`src/hdl/spmf_pkg.sv`:
```
`default_nettype none
// ----------------------------------------------------------------------------
// spmf_pkg
// Shared types and constants for the strict priority four-class queue.
// ----------------------------------------------------------------------------
package spmf_pkg;

    localparam int NUM_CLASSES = 4;
    localparam int CLS_W       = 2;
    localparam int DATA_W      = 32;
    localparam int CCOUNT_W    = 5;
    localparam int TCOUNT_W    = 7;

    typedef enum logic
    {
        CMD_ENQ = 1'b0,
        CMD_DEQ = 1'b1
    } cmd_t;

    typedef enum logic [1:0]
    {
        ST_OK    = 2'd0,
        ST_EMPTY = 2'd1,
        ST_DROP  = 2'd2
    } status_t;

    // one request as seen by the queue control
    typedef struct packed
    {
        cmd_t             cmd;
        logic [CLS_W-1:0] cls;
    } op_t;

    // response fields produced by the queue control
    typedef struct packed
    {
        status_t             status;
        logic                deq_hit;
        logic [CCOUNT_W-1:0] class_count;
        logic [TCOUNT_W-1:0] total_count;
    } res_t;

endpackage
`default_nettype wire

```
`src/hdl/spmf_in_if.sv`:
```
`default_nettype none
// ----------------------------------------------------------------------------
// spmf_in_if
// Request channel: command, class and payload with valid/ready.
// ----------------------------------------------------------------------------
interface spmf_in_if
    import spmf_pkg::*;
();

    logic              valid;
    logic              ready;
    logic              command;
    logic [CLS_W-1:0]  priority_class;
    logic [DATA_W-1:0] payload;

    modport source
    (
        output valid,
        output command,
        output priority_class,
        output payload,
        input  ready
    );

    modport sink
    (
        input  valid,
        input  command,
        input  priority_class,
        input  payload,
        output ready
    );

endinterface
`default_nettype wire

```
`src/hdl/spmf_out_if.sv`:
```
`default_nettype none
// ----------------------------------------------------------------------------
// spmf_out_if
// Response channel: status, popped word and occupancy with valid/ready.
// ----------------------------------------------------------------------------
interface spmf_out_if
    import spmf_pkg::*;
();

    logic                valid;
    logic                ready;
    logic [1:0]          status;
    logic [DATA_W-1:0]   data_out;
    logic [CCOUNT_W-1:0] class_count;
    logic [TCOUNT_W-1:0] total_count;

    modport source
    (
        output valid,
        output status,
        output data_out,
        output class_count,
        output total_count,
        input  ready
    );

    modport sink
    (
        input  valid,
        input  status,
        input  data_out,
        input  class_count,
        input  total_count,
        output ready
    );

endinterface
`default_nettype wire

```
`src/hdl/spmf_store.sv`:
```
`default_nettype none
// ----------------------------------------------------------------------------
// spmf_store
// Entry memory for all classes: one write port, one registered read port.
// ----------------------------------------------------------------------------
module spmf_store
    import spmf_pkg::*;
#(
    parameter int DEPTH = 16
)
(
    input  wire logic                            clk,
    input  wire logic                            wr_en,
    input  wire logic [$clog2(4*DEPTH)-1:0]      wr_addr,
    input  wire logic [DATA_W-1:0]               wr_data,
    input  wire logic                            rd_en,
    input  wire logic [$clog2(4*DEPTH)-1:0]      rd_addr,
    output logic      [DATA_W-1:0]               rd_data
);

    localparam int ENTRIES = NUM_CLASSES * DEPTH;

    logic [DATA_W-1:0] mem [ENTRIES];
    logic [DATA_W-1:0] rd_data_reg;

    // hold read data while the response stage is stalled
    always_ff @(posedge clk)
    begin
        if (wr_en)
        begin
            mem[wr_addr] <= wr_data;
        end
        if (rd_en)
        begin
            rd_data_reg <= mem[rd_addr];
        end
    end

    assign rd_data = rd_data_reg;

endmodule
`default_nettype wire

```
`src/hdl/spmf_ctrl.sv`:
```
`default_nettype none
// ----------------------------------------------------------------------------
// spmf_ctrl
// Per-class pointers and occupancy, strict priority pick, status and counts.
// ----------------------------------------------------------------------------
module spmf_ctrl
    import spmf_pkg::*;
#(
    parameter int DEPTH = 16
)
(
    input  wire logic                            clk,
    input  wire logic                            rst_n,
    input  wire logic                            op_valid,
    input  wire op_t                             op,
    output logic                                 wr_en,
    output logic      [$clog2(4*DEPTH)-1:0]      wr_addr,
    output logic                                 rd_en,
    output logic      [$clog2(4*DEPTH)-1:0]      rd_addr,
    output res_t                                 res
);

    localparam int AW  = $clog2(DEPTH);
    localparam int MAW = $clog2(NUM_CLASSES * DEPTH);
    localparam int CW  = $clog2(DEPTH + 1);
    localparam int TW  = $clog2(NUM_CLASSES * DEPTH + 1);

    logic [AW-1:0] head_reg [NUM_CLASSES];
    logic [AW-1:0] tail_reg [NUM_CLASSES];
    logic [CW-1:0] occ_reg  [NUM_CLASSES];
    logic [TW-1:0] total_reg;

    logic [AW-1:0] head_next [NUM_CLASSES];
    logic [AW-1:0] tail_next [NUM_CLASSES];
    logic [CW-1:0] occ_next  [NUM_CLASSES];
    logic [TW-1:0] total_next;

    logic             full;
    logic             any;
    logic [CLS_W-1:0] sel;
    logic             enq_ok;
    logic             deq_ok;

    logic [CW+CCOUNT_W-1:0] class_ext;
    logic [TW+TCOUNT_W-1:0] total_ext;

    // pick the highest-priority non-empty class
    always_comb
    begin
        any = 1'b0;
        sel = '0;
        for (int i = NUM_CLASSES - 1; i >= 0; i--)
        begin
            if (occ_reg[i] != '0)
            begin
                any = 1'b1;
                sel = CLS_W'(i);
            end
        end
    end

    assign full   = (occ_reg[op.cls] == CW'(DEPTH));
    assign enq_ok = (op.cmd == CMD_ENQ) && !full;
    assign deq_ok = (op.cmd == CMD_DEQ) && any;

    assign wr_en   = op_valid && enq_ok;
    assign rd_en   = op_valid && deq_ok;
    assign wr_addr = MAW'(op.cls) * MAW'(DEPTH) + MAW'(tail_reg[op.cls]);
    assign rd_addr = MAW'(sel) * MAW'(DEPTH) + MAW'(head_reg[sel]);

    always_comb
    begin
        for (int i = 0; i < NUM_CLASSES; i++)
        begin
            head_next[i] = head_reg[i];
            tail_next[i] = tail_reg[i];
            occ_next[i]  = occ_reg[i];
            if (enq_ok && (op.cls == CLS_W'(i)))
            begin
                tail_next[i] = (tail_reg[i] == AW'(DEPTH - 1)) ? '0 : tail_reg[i] + 1'b1;
                occ_next[i]  = occ_reg[i] + 1'b1;
            end
            if (deq_ok && (sel == CLS_W'(i)))
            begin
                head_next[i] = (head_reg[i] == AW'(DEPTH - 1)) ? '0 : head_reg[i] + 1'b1;
                occ_next[i]  = occ_reg[i] - 1'b1;
            end
        end
        total_next = total_reg + TW'(enq_ok) - TW'(deq_ok);
    end

    // counts are reported modulo their field widths
    assign class_ext = (CW + CCOUNT_W)'(occ_next[op.cls]);
    assign total_ext = (TW + TCOUNT_W)'(total_next);

    always_comb
    begin
        if ((op.cmd == CMD_ENQ) && full)
        begin
            res.status = ST_DROP;
        end
        else if ((op.cmd == CMD_DEQ) && !any)
        begin
            res.status = ST_EMPTY;
        end
        else
        begin
            res.status = ST_OK;
        end
        res.deq_hit     = deq_ok;
        res.class_count = class_ext[CCOUNT_W-1:0];
        res.total_count = total_ext[TCOUNT_W-1:0];
    end

    always_ff @(posedge clk or negedge rst_n)
    begin
        if (!rst_n)
        begin
            for (int i = 0; i < NUM_CLASSES; i++)
            begin
                head_reg[i] <= '0;
                tail_reg[i] <= '0;
                occ_reg[i]  <= '0;
            end
            total_reg <= '0;
        end
        else if (op_valid)
        begin
            for (int i = 0; i < NUM_CLASSES; i++)
            begin
                head_reg[i] <= head_next[i];
                tail_reg[i] <= tail_next[i];
                occ_reg[i]  <= occ_next[i];
            end
            total_reg <= total_next;
        end
    end

endmodule
`default_nettype wire

```
`src/hdl/strict_priority_multi_fifo.sv`:
```
`default_nettype none
// ----------------------------------------------------------------------------
// strict_priority_multi_fifo
// Four-class strict priority queue with one response per request.
// ----------------------------------------------------------------------------
// Each request is either an enqueue, which appends the payload word to the
// FIFO of its priority class, or a dequeue, which pops the oldest word of
// the highest-priority class (0 highest, 3 lowest) that holds anything.
// Each class holds DEPTH words; an enqueue to a full class is dropped with
// status 2, and a dequeue with every class empty returns status 1. Every
// response carries the popped word (zero unless a dequeue succeeded), the
// occupancy of the class named in the request and the total occupancy, both
// taken after the request. Throughput is one request per clock while the
// responses are taken. The request register feeds the decision stage, and
// its result register and the registered read port of the memory form the
// response. While a response waits, one more request is taken into the
// request register.
// ----------------------------------------------------------------------------
module strict_priority_multi_fifo
    import spmf_pkg::*;
#(
    parameter int DEPTH = 16
)
(
    input  wire logic    clk,
    input  wire logic    rst_n,
    spmf_in_if.sink      in_ch,
    spmf_out_if.source   out_ch
);

    localparam int MAW = $clog2(NUM_CLASSES * DEPTH);

    // request register
    logic              in_valid_reg;
    op_t               op_reg;
    logic [DATA_W-1:0] payload_reg;

    // response register
    logic              out_valid_reg;
    res_t              res_reg;

    logic              out_free;
    logic              s1_adv;
    logic              in_fire;

    logic              wr_en;
    logic              rd_en;
    logic [MAW-1:0]    wr_addr;
    logic [MAW-1:0]    rd_addr;
    logic [DATA_W-1:0] rd_data;
    res_t              res;

    // advance the decision stage whenever a request is held and the response slot is free
    assign out_free    = !out_valid_reg || out_ch.ready;
    assign s1_adv      = in_valid_reg && out_free;
    assign in_ch.ready = !in_valid_reg || s1_adv;
    assign in_fire     = in_ch.valid && in_ch.ready;

    always_ff @(posedge clk or negedge rst_n)
    begin
        if (!rst_n)
        begin
            in_valid_reg <= 1'b0;
        end
        else if (in_ch.ready)
        begin
            in_valid_reg <= in_ch.valid;
        end
    end

    // capture the request payload on acceptance
    always_ff @(posedge clk)
    begin
        if (in_fire)
        begin
            op_reg.cmd  <= cmd_t'(in_ch.command);
            op_reg.cls  <= in_ch.priority_class;
            payload_reg <= in_ch.payload;
        end
    end

    spmf_ctrl #(
        .DEPTH (DEPTH)
    ) u_ctrl (
        .clk      (clk),
        .rst_n    (rst_n),
        .op_valid (s1_adv),
        .op       (op_reg),
        .wr_en    (wr_en),
        .wr_addr  (wr_addr),
        .rd_en    (rd_en),
        .rd_addr  (rd_addr),
        .res      (res)
    );

    // the read data register of the store is the data field of the response
    spmf_store #(
        .DEPTH (DEPTH)
    ) u_store (
        .clk     (clk),
        .wr_en   (wr_en),
        .wr_addr (wr_addr),
        .wr_data (payload_reg),
        .rd_en   (rd_en),
        .rd_addr (rd_addr),
        .rd_data (rd_data)
    );

    // hold the response until it is taken, drop valid once it is
    always_ff @(posedge clk or negedge rst_n)
    begin
        if (!rst_n)
        begin
            out_valid_reg <= 1'b0;
        end
        else if (s1_adv)
        begin
            out_valid_reg <= 1'b1;
        end
        else if (out_ch.ready)
        begin
            out_valid_reg <= 1'b0;
        end
    end

    always_ff @(posedge clk)
    begin
        if (s1_adv)
        begin
            res_reg <= res;
        end
    end

    assign out_ch.valid       = out_valid_reg;
    assign out_ch.status      = res_reg.status;
    assign out_ch.data_out    = res_reg.deq_hit ? rd_data : '0;
    assign out_ch.class_count = res_reg.class_count;
    assign out_ch.total_count = res_reg.total_count;

endmodule
`default_nettype wire

```
`src/flat_wrapper.sv`:
```
// flat-port wrapper written by rule: the top's interface ports become plain ports
module strict_priority_multi_fifo_flat import spmf_pkg::*;
#(
    parameter int DEPTH = 16
)
  (clk, rst_n, in_ch_valid, in_ch_command, in_ch_priority_class, in_ch_payload, in_ch_ready, out_ch_valid, out_ch_status, out_ch_data_out, out_ch_class_count, out_ch_total_count, out_ch_ready);
  spmf_in_if in_ch_i ();
  spmf_out_if out_ch_i ();
  input  wire logic clk;
  input  wire logic rst_n;
  input wire logic [$bits(in_ch_i.valid)-1:0] in_ch_valid;
  input wire logic [$bits(in_ch_i.command)-1:0] in_ch_command;
  input wire logic [$bits(in_ch_i.priority_class)-1:0] in_ch_priority_class;
  input wire logic [$bits(in_ch_i.payload)-1:0] in_ch_payload;
  output wire logic [$bits(in_ch_i.ready)-1:0] in_ch_ready;
  output wire logic [$bits(out_ch_i.valid)-1:0] out_ch_valid;
  output wire logic [$bits(out_ch_i.status)-1:0] out_ch_status;
  output wire logic [$bits(out_ch_i.data_out)-1:0] out_ch_data_out;
  output wire logic [$bits(out_ch_i.class_count)-1:0] out_ch_class_count;
  output wire logic [$bits(out_ch_i.total_count)-1:0] out_ch_total_count;
  input wire logic [$bits(out_ch_i.ready)-1:0] out_ch_ready;
  assign in_ch_i.valid = in_ch_valid;
  assign in_ch_i.command = in_ch_command;
  assign in_ch_i.priority_class = in_ch_priority_class;
  assign in_ch_i.payload = in_ch_payload;
  assign in_ch_ready = in_ch_i.ready;
  assign out_ch_valid = out_ch_i.valid;
  assign out_ch_status = out_ch_i.status;
  assign out_ch_data_out = out_ch_i.data_out;
  assign out_ch_class_count = out_ch_i.class_count;
  assign out_ch_total_count = out_ch_i.total_count;
  assign out_ch_i.ready = out_ch_ready;
  strict_priority_multi_fifo #(.DEPTH(DEPTH)) u_core (.clk(clk), .rst_n(rst_n), .in_ch(in_ch_i), .out_ch(out_ch_i));
endmodule
```
`config.mk`:
```
export PLATFORM = sky130hd
export DESIGN_NAME = strict_priority_multi_fifo_flat
export DESIGN_NICKNAME = d
export VERILOG_FILES = /design/src/hdl/spmf_pkg.sv /design/src/hdl/spmf_in_if.sv /design/src/hdl/spmf_out_if.sv /design/src/hdl/spmf_store.sv /design/src/hdl/spmf_ctrl.sv /design/src/hdl/strict_priority_multi_fifo.sv /design/src/flat_wrapper.sv
export SDC_FILE = /design/constraint.sdc
export NUM_CORES = 2
export LEC_CHECK = 0
export ABC_CLOCK_PERIOD_IN_PS = 10910
export BUFFER_PORTS_ARGS = -buffer_cell sky130_fd_sc_hd__buf_2
export CORE_MARGIN = 1
export CORE_UTILIZATION = 37
export CTS_CLUSTER_DIAMETER = 40
export CTS_CLUSTER_SIZE = 12
export DETAILED_ROUTE_END_ITERATION = 6
export PLACE_DENSITY = 0.56
export SKIP_LAST_GASP = 1
export SLEW_MARGIN = 0
export SYNTH_ARGS = -nofsm -noshare
export SYNTH_HDL_FRONTEND = slang
export SYNTH_SLANG_ARGS = --single-unit
```
`constraint.sdc`:
```
create_clock -name clk -period 10.91 [get_ports clk]
set_input_delay 2.182 -clock clk [delete_from_list [all_inputs] [get_ports clk]]
set_output_delay 2.182 -clock clk [all_outputs]
set_load 0.02 [all_outputs]
```
==> metrics.txt <==
run status=complete, no violations; GPL Wtd Cong=approximately 0.83; Clk pwr share=between 30% and 40%; crit path max-delay cell type=a2111oi_0; max reg flops=just over 2000; clock buffer depth=4; vias in the first global route=49900; depth of the CTS H-tree=5; Post-CTS Setup Bufs=0; clock sinks=2191; Die Span X=487 microns; Detailed Route Iter0 Violations=between 7000 and 8000; Setup crit end kind=flop; Synth area leader=edfxtp_1; Synth Area in Simple Gates=7.04%; post-synthesis sequential area ratio=approximately three quarters; largest family of logic cells by synthesized area=compound AO/OA/AOI/OAI gates; RSZ-0062 raised after global routing=no; Top Family by Delay on Critical Path=compound AO/OA/AOI/OAI gates; Reg clk slew, reported paths=0.06 ns; worst path bufs/invs=4; Rows=177; compound-gate portion of the synthesized area=9.56%; Worst Max-Slew Pin Slew=1.44 ns; post-route minimum period=6.13 ns; Mapped Area=~87000 sq um; top post-synthesis cells by area=edfxtp_1 73%, mux2i_1 4.6%, a2111oi_0 3.2%; Synth Flop Type=edfxtp_1; Crit Path Class=flop to flop; Synth Warn #=0; CTS tree=done; initial antenna violation count=18; vias=52400; final worst slack=4.78 ns; Final Hold Viols=0; Comb power frac=32.9%; max_cap viols=0; port bufs=86; Sw Pwr=roughly 11000 uW; CP arrival=slightly below 7 ns; Power Density=294 nW/um^2; die area=between 200000 and 250000 sq um; antenna-violating nets left=0; vias per cell=5.89; grt total ovfl=0; hold crit path type=flop to flop; unique cell type count in the Yosys netlist=73; global-route wire length before repair=382000 microns; flops & latches, synth=2191; # placed instances=8314; Worst Skew=about 0.064 ns; area fraction of the dominant cell type after synthesis=73.3%; Hold WS=0.481 ns; Post-Syn Nets=5443; Post-synth EDFFs=2130; mux contribution to synthesized area=4.88%; CP max stage delay=between 0.9 and 1 ns; Sw Share=37.1%; Slew HR=a little under 4%; CTS root buf=clkbuf_16; pin count of the biggest net entering global routing=154; P_leak=0.0344 uW; CTS Buf Count=328; Setup-failing EPs final=0; io pins=87; Clock Latency Late Sink=~0.94 ns; post-place setup slack=4.72 ns; highest clock rate=between 0.15 and 0.2 GHz; cells resized by post-CTS repair=0; CTS Hold Bufs=0; internal power=18900 uW; ratio of cells with drive above 1 in the final layout=15.5%; setup_tns=0 ns; Final Cycle Share=56.1%; final HPWL from detailed placement=146000 microns; synthesis-to-finish area growth=17.3%; critical path startpoint category=flop; DR pass1 iterations=6; die height=487 microns; per-cell routed wire length=slightly above 30 microns; DRC=0; largest fanout on the critical path=97; mean area per synthesized cell=16.2 sq um; Worst Path Required=11.69 ns; nets@finish=5578; ys async rst share=2.78%; cells after synthesis=5377; Starting Density=37.4%; post-route insts no fill=8897; Peak VDD IR=0.339 mV; total track usage=between 20% and 30%; sequential power share=about 32%; xor/xnor share of the synthesized area=less than 1%; DRT Wirelength=271000 microns; Core ar.=233000 sq um; Final Slew Violations=0; Critical Path, Cell by Cell=inv_1 > ha_1 > or4b_1 > a31oi_4 > o22ai_2 > nor2_4 > buf_12 > nor2_4 > buf_12 > buf_4 > a2111oi_0 > a22oi_1 > nand4_1; adder-cell area share of the yosys netlist=less than 1%
## synthesized netlist by cell type (64+ instances only)
master	number
buf_2	96
nor2_1	110
a211oi_1	196
a221oi_1	144
nand2_1	441
and3_1	442
a22oi_1	84
edfxtp_1	2130
a2111oi_0	316
clkbuf_1	240
a32oi_1	64
mux2i_1	398
buf_4	66
a31oi_1	132
## stage by stage
stage,util (%),area (sq um),power (uW)
after global placement,39.1,91400,19700
after CTS,43.8,102000,30100
after detailed placement,39.2,91400,19700
after floorplan,-,87200,15800
final,43.8,102000,30100
after global routing,43.8,102000,31000
## power by group through the flow
stage | combinational, uW | clock [uW] | sequential [uW]
after floorplan | 5890 | 0 | 9860
after CTS | 9820 | 10500 | 9770
after detailed placement | 9790 | 0 | 9940
after global routing | 10400 | 10900 | 9780
final | 9930 | 10400 | 9770
after global placement | 9740 | 0 | 9930
## worst paths after layout
path                                             from                         end  slack (ns)  depth (start not counted)
setup / recovery            u_core.u_ctrl.occ_reg[15]  u_core.u_store.rd_data[21]        4.78                         13
hold reg to reg            u_core.u_ctrl.total_reg[0]  u_core.u_ctrl.total_reg[0]        0.48                          2
max in group asynchronous                       rst_n  u_core.u_ctrl.total_reg[4]        8.81                          2
min in group asynchronous                       rst_n         u_core.in_valid_reg        1.43                          2
hold / removal             u_core.u_ctrl.total_reg[0]  u_core.u_ctrl.total_reg[0]        0.48                          2
setup reg to reg            u_core.u_ctrl.occ_reg[15]  u_core.u_store.rd_data[21]        4.78                         13
## kinds of logic (layout without fill, tap and decap cells)
family / after synthesis / after routing
flops: 2191 / 2191
fa+ha+maj: 27 / 27
mux: 417 / 417
buf+inv: 455 / 832
compound gates: 1048 / 1048
xor+xnor: 46 / 46
simple gates: 1193 / 1193
other cells: 0 / 11
## cell usage in the layout, fill, tap and decap left out, types with 49 or more instances in the layout
master and n:
nor2_4 73, and3_1 442, a32oi_1 64, a31oi_1 132, dfrtp_1 61, a221oi_1 144
mux2i_1 398, nand3_1 59, clkbuf_16 336, a22oi_1 84, nand2_1 440, a2111oi_0 287
a211oi_1 196, a2111oi_1 49, buf_4 137, buf_2 87, edfxtp_1 2130
## area by class of cell
type                       instances  area, sq um
tap                             3132         3920
fill                           20400       131000
antenna                           11         27.5
clock inverter                   212         2360
sequential                      2191        65500
clock buffer                     360         8510
inverter                          19         71.3
timing repair buffer             241         1790
multi-input combinational       2731        20100
## worst min-delay path: cells and delay by family, from the launching register on
family,cells,cell delay [ns]
flops,1,0.34
simple gates,2,0.11
## layer usage
| layer | vias up | share of wire [%] | global-route usage (%) |
|---|---|---|---|
| li1 | 22300 | - | - |
| met1 | 26900 | 42 | 31.8 |
| met2 | 2699 | 46 | 34.5 |
| met3 | 453 | 8.6 | 4.04 |
| met4 | 2 | 3.4 | 7.65 |
| met5 | - | 0.0026 | 0 |
No activity file was read; power rests on OpenSTA's default activity.
